<file path="src/sv/lfr_pkg.sv">
// lfr_pkg: shared constants and types of the LIN frame receiver.
// Used by lin_frame_receiver_core and lfr_checker; depends on nothing.
`default_nettype none

package lfr_pkg;

	// Frame store depth: identifier plus up to eight data bytes.
	localparam int FRAME_BYTES = 9;
	localparam int DATA_BYTES  = 8;
	localparam int CNT_W       = $clog2(FRAME_BYTES + 1);
	localparam int IDX_W       = $clog2(FRAME_BYTES);

	localparam logic [7:0] SYNC_BYTE = 8'h55;

	// Field widths and the packed result word.
	localparam int OP_W    = 2;
	localparam int ID_W    = 8;
	localparam int LEN_W   = 4;
	localparam int DATA_W  = 64;
	localparam int RES_W   = ID_W + LEN_W + DATA_W;
	localparam int TDATA_W = ((RES_W + 7) / 8) * 8;
	localparam int TMO_W   = 16;

	// UART event kinds carried in tuser.
	typedef enum logic [OP_W-1:0] {
		OP_BYTE  = 2'd0,
		OP_BREAK = 2'd1,
		OP_ERROR = 2'd2,
		OP_TICK  = 2'd3
	} op_t;

	typedef struct packed {
		logic [DATA_W-1:0] frame_data;
		logic [LEN_W-1:0]  payload_len;
		logic [ID_W-1:0]   frame_id;
	} result_t;

endpackage

`default_nettype wire

</file>
<file path="src/sv/lin_frame_receiver_core.sv">
// lin_frame_receiver_core: LIN deframer fed by UART events, streaming in and out.
// Depends on lfr_pkg for constants, the event codes and the result layout.
//
// Channel   | Dir | Handshake                 | Payload
// s_axis    | in  | s_axis_tvalid/tready      | tdata[7:0] data_byte, tuser[1:0] operation
// m_axis    | out | m_axis_tvalid/tready      | tdata id[7:0] len[11:8] data[75:12]
// cfg       | in  | cfg_valid/cfg_ready       | cfg_data[15:0] timeout_ms
//
// One event is taken per cycle while s_axis_tready is high; the state update and
// frame assembly sit between the state and result registers, and the frame an
// event ends is registered there (in the skid register while that is held). A
// two-entry output (result plus skid register) keeps input flowing while a result
// waits; s_axis_tready drops only when both are full. Reset returns to idle with
// counters and timeout cleared; the frame store is not reset. cfg_ready is always high.
`default_nettype none

module lin_frame_receiver_core (
	input  wire logic                          clk,
	input  wire logic                          arst_n,
	input  wire logic                          s_axis_tvalid,
	output logic                               s_axis_tready,
	input  wire logic [7:0]                    s_axis_tdata,  // [7:0] data_byte
	input  wire logic [lfr_pkg::OP_W-1:0]      s_axis_tuser,  // [1:0] operation
	output logic                               m_axis_tvalid,
	input  wire logic                          m_axis_tready,
	// [7:0] frame_id, [11:8] payload_len, [75:12] frame_data, [79:76] zero
	output logic [lfr_pkg::TDATA_W-1:0]        m_axis_tdata,
	input  wire logic                          cfg_valid,
	output logic                               cfg_ready,
	input  wire logic [lfr_pkg::TMO_W-1:0]     cfg_data
);

	typedef enum logic [1:0] {
		PH_IDLE = 2'd0,
		PH_SYNC = 2'd1,
		PH_DATA = 2'd2
	} phase_t;

	phase_t                        phase_q, phase_c, phase_n;
	logic [lfr_pkg::CNT_W-1:0]     cnt_q, cnt_n, cnt_eff;
	logic [lfr_pkg::TMO_W-1:0]     sil_q, sil_n, sil_inc;
	logic [lfr_pkg::TMO_W-1:0]     timeout_q;
	logic [7:0]                    store_q [lfr_pkg::FRAME_BYTES];
	logic [7:0]                    view    [lfr_pkg::FRAME_BYTES];

	logic                          accept;
	logic                          wr_byte;
	logic                          flush_try;
	logic                          emit;
	logic                          restart;
	lfr_pkg::op_t                  op;
	lfr_pkg::result_t              res;
	logic [lfr_pkg::LEN_W-1:0]     len;

	logic                          out_valid_q, skid_valid_q;
	lfr_pkg::result_t              out_data_q, skid_data_q;

	assign accept        = s_axis_tvalid && s_axis_tready;
	assign s_axis_tready = !skid_valid_q;
	assign cfg_ready     = 1'b1;
	assign op            = lfr_pkg::op_t'(s_axis_tuser);

	// Treat the unused phase code as idle.
	always_comb begin
		unique case (phase_q)
			PH_SYNC: phase_c = PH_SYNC;
			PH_DATA: phase_c = PH_DATA;
			default: phase_c = PH_IDLE;
		endcase
	end

	assign sil_inc = (sil_q == '1) ? sil_q : sil_q + 1'b1;

	// Event decode: whether to store the byte, whether a flush is attempted, and the next phase and counters.
	always_comb begin
		wr_byte   = 1'b0;
		flush_try = 1'b0;
		restart   = 1'b0;
		phase_n   = phase_c;
		cnt_n     = cnt_q;
		sil_n     = sil_q;
		if (accept) begin
			unique case (op)
				lfr_pkg::OP_BYTE: begin
					sil_n = '0;
					if (phase_c == PH_SYNC) begin
						if (s_axis_tdata == lfr_pkg::SYNC_BYTE) begin
							phase_n = PH_DATA;
						end else begin
							restart = 1'b1;
						end
					end else if (phase_c == PH_DATA) begin
						if (cnt_q < lfr_pkg::CNT_W'(lfr_pkg::FRAME_BYTES)) begin
							wr_byte = 1'b1;
							cnt_n   = cnt_q + 1'b1;
						end
						if (cnt_n >= lfr_pkg::CNT_W'(lfr_pkg::FRAME_BYTES)) begin
							flush_try = 1'b1;
						end
					end
				end
				lfr_pkg::OP_BREAK,
				lfr_pkg::OP_ERROR: begin
					flush_try = 1'b1;
					restart   = 1'b1;
				end
				default: begin
					sil_n = sil_inc;
					if (timeout_q != '0 && phase_c != PH_IDLE && sil_inc >= timeout_q) begin
						flush_try = 1'b1;
					end
				end
			endcase
		end
		cnt_eff = wr_byte ? cnt_q + 1'b1 : cnt_q;
		emit    = flush_try && (phase_c == PH_DATA) && (cnt_eff != '0);
		// Drop back to idle after an emission, a bad sync or an error; a break goes to sync instead.
		if (emit || restart) begin
			cnt_n   = '0;
			sil_n   = '0;
			phase_n = (accept && op == lfr_pkg::OP_BREAK) ? PH_SYNC : PH_IDLE;
		end
	end

	// Store contents as seen after this event's byte lands.
	always_comb begin
		for (int k = 0; k < lfr_pkg::FRAME_BYTES; k++) begin
			view[k] = (wr_byte && cnt_q == lfr_pkg::CNT_W'(k)) ? s_axis_tdata : store_q[k];
		end
	end

	// Assemble the frame; data bytes past the length read as zero.
	always_comb begin
		len               = lfr_pkg::LEN_W'(cnt_eff - 1'b1);
		res.frame_id      = view[0];
		res.payload_len   = len;
		res.frame_data    = '0;
		for (int i = 0; i < lfr_pkg::DATA_BYTES; i++) begin
			if (i + 1 < lfr_pkg::FRAME_BYTES) begin
				if (lfr_pkg::LEN_W'(i) < len) begin
					res.frame_data[8*i +: 8] = view[i + 1];
				end
			end
		end
	end

	always_ff @(posedge clk or negedge arst_n) begin
		if (!arst_n) begin
			phase_q   <= PH_IDLE;
			cnt_q     <= '0;
			sil_q     <= '0;
			timeout_q <= '0;
		end else begin
			phase_q <= phase_n;
			cnt_q   <= cnt_n;
			sil_q   <= sil_n;
			if (cfg_valid && cfg_ready) begin
				timeout_q <= cfg_data;
			end
		end
	end

	always_ff @(posedge clk) begin
		if (wr_byte) begin
			store_q[cnt_q[lfr_pkg::IDX_W-1:0]] <= s_axis_tdata;
		end
	end

	// Output register with a skid stage behind it.
	always_ff @(posedge clk or negedge arst_n) begin
		if (!arst_n) begin
			out_valid_q  <= 1'b0;
			skid_valid_q <= 1'b0;
		end else if (!out_valid_q || m_axis_tready) begin
			out_valid_q  <= skid_valid_q || emit;
			skid_valid_q <= 1'b0;
		end else if (emit) begin
			skid_valid_q <= 1'b1;
		end
	end

	always_ff @(posedge clk) begin
		if (!out_valid_q || m_axis_tready) begin
			out_data_q <= skid_valid_q ? skid_data_q : res;
		end else if (emit) begin
			skid_data_q <= res;
		end
	end

	assign m_axis_tvalid = out_valid_q;
	assign m_axis_tdata  = lfr_pkg::TDATA_W'(out_data_q);

endmodule

`default_nettype wire

</file>
<file path="config.mk">
export PLATFORM = sky130hd
export DESIGN_NAME = lin_frame_receiver_core
export DESIGN_NICKNAME = d
export VERILOG_FILES = /design/src/sv/lfr_pkg.sv /design/src/sv/lin_frame_receiver_core.sv
export SDC_FILE = /design/constraint.sdc
export NUM_CORES = 1
export LEC_CHECK = 0
export BUFFER_PORTS_ARGS = -buffer_cell sky130_fd_sc_hd__buf_2
export CORE_UTILIZATION = 30
export DETAILED_ROUTE_END_ITERATION = 6
export PLACE_DENSITY_LB_ADDON = 0.25
export SLEW_MARGIN = 20
export SYNTH_ARGS = -nofsm -noshare
export SYNTH_HDL_FRONTEND = slang
export SYNTH_SLANG_ARGS = --single-unit
export TNS_END_PERCENT = 30
</file>
<file path="constraint.sdc">
create_clock -name clk -period 11.55 [get_ports clk]
set_input_delay 2.31 -clock clk [delete_from_list [all_inputs] [get_ports clk]]
set_output_delay 2.31 -clock clk [all_outputs]
set_load 0.05 [all_outputs]
</file>
==> flow_metrics.env, run 1 <==
export IMPL_outcome="finished, final reports clean"
export IMPL_diodes=0
export IMPL_critPathLaunchType="input pin"
export IMPL_crit_family="compound AO/OA/AOI/OAI gates"
export IMPL_synth_edff_count=224
export IMPL_initial_utilization_pct=30.5
export IMPL_cts_tree="yes"
export IMPL_vias_per_cell=4.66
export IMPL_cp_slowest_cell="buf_4"
export IMPL_slew_headroom_pct=28.6
export IMPL_min_period_over_period_pct=49.3
export IMPL_crit_fanout=76
export IMPL_final_setup_viol_count=0
export IMPL_drtIter0Drc=546
export IMPL_globalRouteOverflowTotal=0
export IMPL_grt_pass1_vias=6812
export IMPL_min_path_type="reg -> reg"
export IMPL_ir_worst_vdd_uv=125
export IMPL_fin_area_mm2=0.0137
export IMPL_syn_avg_cell_area_um2=13.4
export IMPL_ctsRootBufferMaster="clkbuf_16"
export IMPL_cts_buffers=31
export IMPL_hold_violations=0
export IMPL_grt_pass1_wl_mm=39.8
export IMPL_grt_usage_pct=12.5
export IMPL_post_cts_buffers=0
export IMPL_setup_tns_ns=0
export IMPL_skew_ns=0.0161
export IMPL_arrival_ns=5.88
export IMPL_die_h_um=200
export IMPL_clkTransAtPathRegs_ns=0.06
export IMPL_ff2ff_path_depth=12
export IMPL_vias=7062
export IMPL_die_w_um=200
export IMPL_final_nets=1038
export IMPL_core_area_mm2=0.0386
export IMPL_synth_flop_cell="edfxtp_1"
export IMPL_worstSkewPairLatency_ns=0.58
export IMPL_hold_path_end="m_axis_tdata[22]"
export IMPL_min_from="skid_data_q[22]"
export IMPL_num_rows=72
export IMPL_die_area_mm2=0.0401
export IMPL_worstPathRequired_ns=11.74
export IMPL_cts_sinks=264
export IMPL_syn_inst=879
export IMPL_power_density_mw_per_mm2=147
export IMPL_area_growth_synth_to_final_pct=16.5
export IMPL_ys_types=66
export IMPL_netlist_area_mm2=0.0118
export IMPL_fin_crit_ns=5.69
export IMPL_dp_hpwl_mm=16.4
export IMPL_slowest_delay_ns=0.80
export IMPL_path_buf_inv=4
export IMPL_cts_path_max_buffers=3
export IMPL_grt_max_degree=121
export IMPL_postSynth_asyncResetShare_pct=15.2
export IMPL_path_cells="buf_2, inv_1, ha_1, nand2b_2, a211oi_2, xnor2_1, inv_1, ha_1, o21ai_2, o211a_2, o211ai_1, nor2_4, buf_4"
export IMPL_min_path_cells=2
export IMPL_critical_path_class="in -> reg"
export IMPL_yosys_warnings=0
export IMPL_drtPass1Iterations=5
export IMPL_drv_cap=0
export IMPL_tightest_slew_ns=1.06
export IMPL_pin_count=114
export IMPL_seq_area_frac_synth_pct=65.6
export IMPL_rsz0062_at_grt="no"
export IMPL_synth_seq_cells=264
export IMPL_finalWirelength_mm=25.6
export IMPL_final_max_slew_viol_count=0
export IMPL_grt_antenna_before_repair=0
export IMPL_max_freq_mhz=176
export IMPL_drc=0
export IMPL_cts_htree_levels=1
export IMPL_avgRoutedWirePerCell_um=16.9
export IMPL_cts_hold_buf=0
export IMPL_cts_resized_gates=0
export IMPL_cp_end_kind="register"
export IMPL_postPlaceCellArea_mm2=0.0128
export IMPL_gp_congestion=0.778
export IMPL_place_port_buffers=108
export IMPL_ant_nets=0
export IMPL_r2r_setup_slack_ns=6.34
export IMPL_rr_endpoint="skid_data_q[64]"
export IMPL_leakage_uw=0.00533
export IMPL_drive_above_1_share_pct=20.8
export IMPL_crit_reg2reg_launch="sil_q[3]"
## through the flow
step | setup WS [ns] | utilization [%] | hold WS, ns | power (µW) | cells
floorplan | 3.58 | - | 0.498 | 1110 | 882
global placement | 5.29 | 33.1 | 0.505 | 1140 | 1462
detailed placement | 5.21 | 33.1 | 0.510 | 1140 | 1462
CTS | 5.83 | 35.5 | 0.524 | 2050 | 1516
global route | 5.52 | 35.5 | 0.542 | 2090 | 1516
finish | 5.86 | 35.5 | 0.521 | 2020 | 1516
## cell usage in the layout (no fill, tap or decap), types with 4 or more instances in the layout
cell,synthesis,layout
edfxtp_1,224,224
buf_2,8,108
nand2_1,96,96
nor2_1,76,75
mux2i_1,65,65
o31ai_1,59,59
dfrtp_1,40,39
inv_1,39,38
clkbuf_16,0,31
ha_1,30,30
mux2_2,27,27
o21ai_0,26,26
a21oi_1,19,19
nand3_1,12,12
a32o_1,10,10
xnor2_1,9,9
nor3_1,8,8
clkbuf_1,31,7
clkinv_2,0,6
and3_1,6,6
buf_4,9,6
conb_1,2,5
clkinv_1,0,5
nor2b_1,6,4
nor4_1,4,4
a31oi_1,4,4
a21o_1,4,4
## where the power goes
| part | switching (µW) | internal [µW] | leakage, µW |
|---|---|---|---|
| Combinational | 54.0 | 25.5 | 0.00223 |
| Sequential | 6.60 | 1030 | 0.00265 |
| Clock | 383 | 515 | 0.000455 |
## metal layers
| layer | up-vias | global-route usage (%) | wire length (µm) |
|---|---|---|---|
| met4 | 0 | 3.27 | 542 |
| met2 | 171 | 19.7 | 11800 |
| met3 | 33 | 2.38 | 1110 |
| met5 | - | 0 | 0 |
| met1 | 3412 | 17.7 | 12100 |
| li1 | 3446 | - | - |
## worst max path at each step
stage / startpoint / slack (ns) / end / depth (start not counted)
6_report: s_axis_tuser[1] / 5.86 / skid_data_q[64] / 13
2_1_floorplan: s_axis_tuser[1] / 3.58 / skid_data_q[0] / 12
3_3_place_gp: s_axis_tuser[1] / 5.29 / skid_data_q[20] / 13
3_5_place_dp: s_axis_tuser[1] / 5.21 / m_axis_tdata[30] / 11
5_1_grt: s_axis_tuser[1] / 5.52 / skid_data_q[43] / 13
4_1_cts: s_axis_tuser[1] / 5.83 / skid_data_q[42] / 13
## kinds of logic after synthesis
family,Yosys count,synth area share [%]
adders and majority gates,30,3.19
xor gates and xnor gates,11,0.882
DFF,264,65.6
buffers and inverters,93,3.53
other,2,0.0638
AOI/OAI and AO/OA,149,9.18
muxes,93,8.20
and+or+nand+nor,237,9.37
## Yosys cell counts, drive strengths merged, types with 5 or more instances
cell    number  share of area, %
buf         22               1.3
nor2b        6              0.32
and3         6              0.32
a21oi       20              0.95
inv         40               1.3
nand2       97               3.1
o31ai       59               3.8
dfrtp       40               8.5
edfxtp     224                57
nand2b       5              0.35
xnor2        9              0.67
o21ai       31               1.4
nor2        77               2.5
nor3         8              0.34
mux2        28               2.7
nor4         6              0.50
ha          30               3.2
clkbuf      31              0.99
a32o        10              0.85
nand3       12              0.51
mux2i       65               5.5
## cell type report
type                            count  area (µm²)
Inverter                           40         151
Timing Repair Buffer              115         597
Multi-Input combinational cell    525        3660
Clock inverter                     16         128
Tap cell                          518         648
Fill cell                        3769       24900
Clock buffer                       38         802
Sequential cell                   264        7730
## worst register-to-register path: cells and delay by family, from the launching register on
kind	cells	cell delay (ns)
AND/OR/NAND/NOR	7	1.92
buffers and inverters	1	0.80
flip-flops	1	0.42
adder cells (fa/ha/maj)	1	0.29
AO/OA/AOI/OAI	2	1.18
XOR/XNOR	1	0.16
## flip-flops by register name, summed over array words and instances, names as in the netlist
signal	cells
phase_q	2
skid_valid_q	1
timeout_q	16
skid_data_q	76
cnt_q	4
m_axis_tdata	76
sil_q	16
store_q	72
m_axis_tvalid	1
(Power assumes the default switching activity.)
==> run 2: changes to the inputs <==
Settings changed: ABC_AREA set to 1.
Clock period 11.55 ns to 5.7 ns, I/O delays scaled along.
==> flow_metrics.env, run 2 <==
export IMPL_die_area_mm2=0.0412
export IMPL_ff2ff_path_depth=22
export IMPL_cts_tree="yes"
export IMPL_cts_htree_levels=1
export IMPL_drtIter0Drc=403
export IMPL_hold_path_end="sil_q[6]"
export IMPL_post_place_ws_ns=1.44
export IMPL_ys_types=41
export IMPL_synthTopCellsByCount="380 x nand2_1, 224 x edfxtp_1, 138 x inv_1"
export IMPL_intPower_uw=3220
export IMPL_num_rows=73
export IMPL_diodes=0
export IMPL_grt_max_degree=79
export IMPL_power_density_mw_per_mm2=292
export IMPL_place_port_buffers=108
export IMPL_path_cells="ha_1, nand2_1, nor2_1, nand2_1, nor2_2, inv_1, o21ai_0, inv_1, ha_1, nand2_1, nand2_1, nand2_1, nand2_1, nand2_1, nand2_1, nand2_1, nand3_1, nand2_1, nand2_1, nand2_1, nor2_4, buf_4"
export IMPL_min_path_cells=2
export IMPL_cts_hold_buf=0
export IMPL_cts_sinks=264
export IMPL_crit_reg2reg_launch="sil_q[0]"
export IMPL_post_cts_buffers=0
export IMPL_fin_crit_ns=4.19
export IMPL_ant_nets=0
export IMPL_outcome="finished, final reports clean"
export IMPL_setup_tns_ns=0
export IMPL_synth_top_area_share_pct=55.5
export IMPL_ctsRootBufferMaster="clkbuf_16"
export IMPL_worstSkewPairLatency_ns=0.56
export IMPL_area_growth_synth_to_final_pct=16.5
export IMPL_crit_fanout=52
export IMPL_postSynth_asyncResetShare_pct=15.2
export IMPL_avgRoutedWirePerCell_um=15.0
export IMPL_grt_pass1_vias=7575
export IMPL_dp_hpwl_mm=18.6
export IMPL_min_period_over_period_pct=73.5
export IMPL_ir_worst_vdd_uv=194
export IMPL_arrival_ns=4.37
export IMPL_critPathLaunchType="register"
export IMPL_cts_path_max_buffers=3
export IMPL_slowest_delay_ns=0.55
export IMPL_pwr_share_comb_pct=4.1
export IMPL_seq_area_frac_synth_pct=63.7
export IMPL_cp_slowest_cell="buf_4"
export IMPL_cts_buffers=30
export IMPL_cp_end_kind="register"
export IMPL_slew_headroom_pct=33.8
export IMPL_clkTransAtPathRegs_ns=0.06
export IMPL_grt_pass1_wl_mm=43.3
export IMPL_crit_path_frequent_cell="nand2_1"
export IMPL_layout_common_cells="379 x nand2_1, 224 x edfxtp_1, 138 x inv_1, 108 x buf_2, 77 x o21ai_1"
export IMPL_switching_share_pct=21.8
export IMPL_skew_ns=0.00953
export IMPL_worstPathRequired_ns=5.88
export IMPL_synth_edff_count=224
export IMPL_fillers=4085
export IMPL_fin_area_mm2=0.0141
export IMPL_r2r_setup_slack_ns=1.51
export IMPL_power_frac_seq_pct=51.1
export IMPL_core_area_mm2=0.0398
export IMPL_critical_path_class="reg -> reg"
export IMPL_finalWirelength_mm=27.4
export IMPL_globalRouteOverflowTotal=0
export IMPL_layout_setup_ws_ns=1.51
export IMPL_min_from="sil_q[6]"
export IMPL_switchingPower_uw=899
export IMPL_synth_area_leaders="edfxtp_1 55%, nand2_1 12%, dfrtp_1 8.3%"
export IMPL_min_path_type="reg -> reg"
export IMPL_die_h_um=203
export IMPL_yosys_warnings=0
export IMPL_gp_congestion=0.854
export IMPL_synth_flop_cell="edfxtp_1"
export IMPL_die_w_um=203
export IMPL_syn_inst=1176
export IMPL_cts_resized_gates=0
export IMPL_grt_antenna_before_repair=0
export IMPL_drc=0
export IMPL_final_max_slew_viol_count=0
export IMPL_final_common_cell="nand2_1"
export IMPL_synth_area_leader_cell="edfxtp_1"
export IMPL_postPlaceCellArea_mm2=0.0132
export IMPL_netlist_area_mm2=0.0121
export IMPL_initial_utilization_pct=30.4
export IMPL_utilization_pct=35.4
export IMPL_pwr_share_clk_pct=44.9
export IMPL_vias_per_cell=4.39
export IMPL_grt_usage_pct=13.5
export IMPL_syn_avg_cell_area_um2=10.3
export IMPL_drv_cap=0
export IMPL_yosysMostFrequentCell="nand2_1"
export IMPL_tightest_slew_ns=0.992
export IMPL_final_setup_viol_count=0
export IMPL_max_freq_mhz=239
export IMPL_drive_above_1_share_pct=16.2
export IMPL_synth_seq_cells=264
export IMPL_startpoint="sil_q[0]"
export IMPL_drtPass1Iterations=5
export IMPL_pin_count=114
export IMPL_whs_ns=0.510
export IMPL_hold_violations=0
export IMPL_leakage_uw=0.00616
export IMPL_rsz0062_at_grt="no"
export IMPL_vias=8033
export IMPL_final_nets=1345
export IMPL_rr_endpoint="skid_data_q[25]"
[run 2: cell count changes after synthesis, sizes merged, moves of 7 or more]
cell    previous run  this run
o21ai             31       154
nand2             97       387
nor2              77        39
o31ai             59         0
nand4              3        28
inv               40       148
a21oi             20        27
nand3             12        21
mux2i             65         0
clkbuf            31        23
xor2               2        11
xnor2              9         0
mux2              28         0
a32o              10         0
[run 2: cells by family after synthesis]
group | after synthesis | synth area share, %
AND/OR/NAND/NOR | 493 | 17.4
flip-flops | 264 | 63.7
buffers and inverters | 193 | 6.63
AO/OA/AOI/OAI | 183 | 8.18
adder cells (fa/ha/maj) | 30 | 3.10
XOR/XNOR | 11 | 0.857
other | 2 | 0.0619
[run 2: cell type report]
type | instances | area, µm² | area share [%]
Timing Repair Buffer | 115 | 593 | 4.20
Multi-Input combinational cell | 722 | 3620 | 25.7
Sequential cell | 264 | 7730 | 54.8
Tap cell | 525 | 657 | 4.65
Inverter | 151 | 568 | 4.02
Clock inverter | 18 | 154 | 1.09
Clock buffer | 35 | 791 | 5.60
[run 2: how the worst max path moves through the flow]
stage	to	slack [ns]	cells after the start
4_1_cts	skid_data_q[18]	1.53	22
5_1_grt	skid_data_q[25]	1.04	22
2_1_floorplan	skid_data_q[0]	0.69	13
3_3_place_gp	skid_data_q[19]	1.54	15
3_5_place_dp	skid_data_q[47]	1.44	15
6_report	skid_data_q[25]	1.51	22
[run 2: metal layers]
metal / part of all wire [%] / vias to the layer above / wire length, µm / track usage [%]
met2: 47 / 196 / 12800 / 21.8
met5: 0 / - / 0 / 0
li1: - / 4122 / - / -
met4: 2.0 / 0 / 548 / 3.87
met1: 46 / 3675 / 12700 / 18.7
met3: 4.8 / 40 / 1320 / 1.94
[run 2: power by group through the flow]
stage / Clock, µW / Combinational, µW / Sequential, µW
6_report: 1850 / 167 / 2100
5_1_grt: 1980 / 190 / 2100
4_1_cts: 1900 / 170 / 2100
3_5_place_dp: 0 / 168 / 2140
3_3_place_gp: 0 / 166 / 2140
2_1_floorplan: 0 / 105 / 2140
[run 2: critical path, delay by kind of cell (launching register included)]
family                     cells  cell delay (ns)
DFF                            1             0.40
buffers and inverters          3             0.92
AOI/OAI and AO/OA              1             0.28
adders and majority gates      2             0.53
and+or+nand+nor               16             1.62
[run 2: through the flow]
stage	total power [µW]	std cells
after floorplan	2250	1179
after global placement	2310	1777
after detailed placement	2310	1777
after CTS	4180	1830
after global routing	4280	1830
final	4120	1830
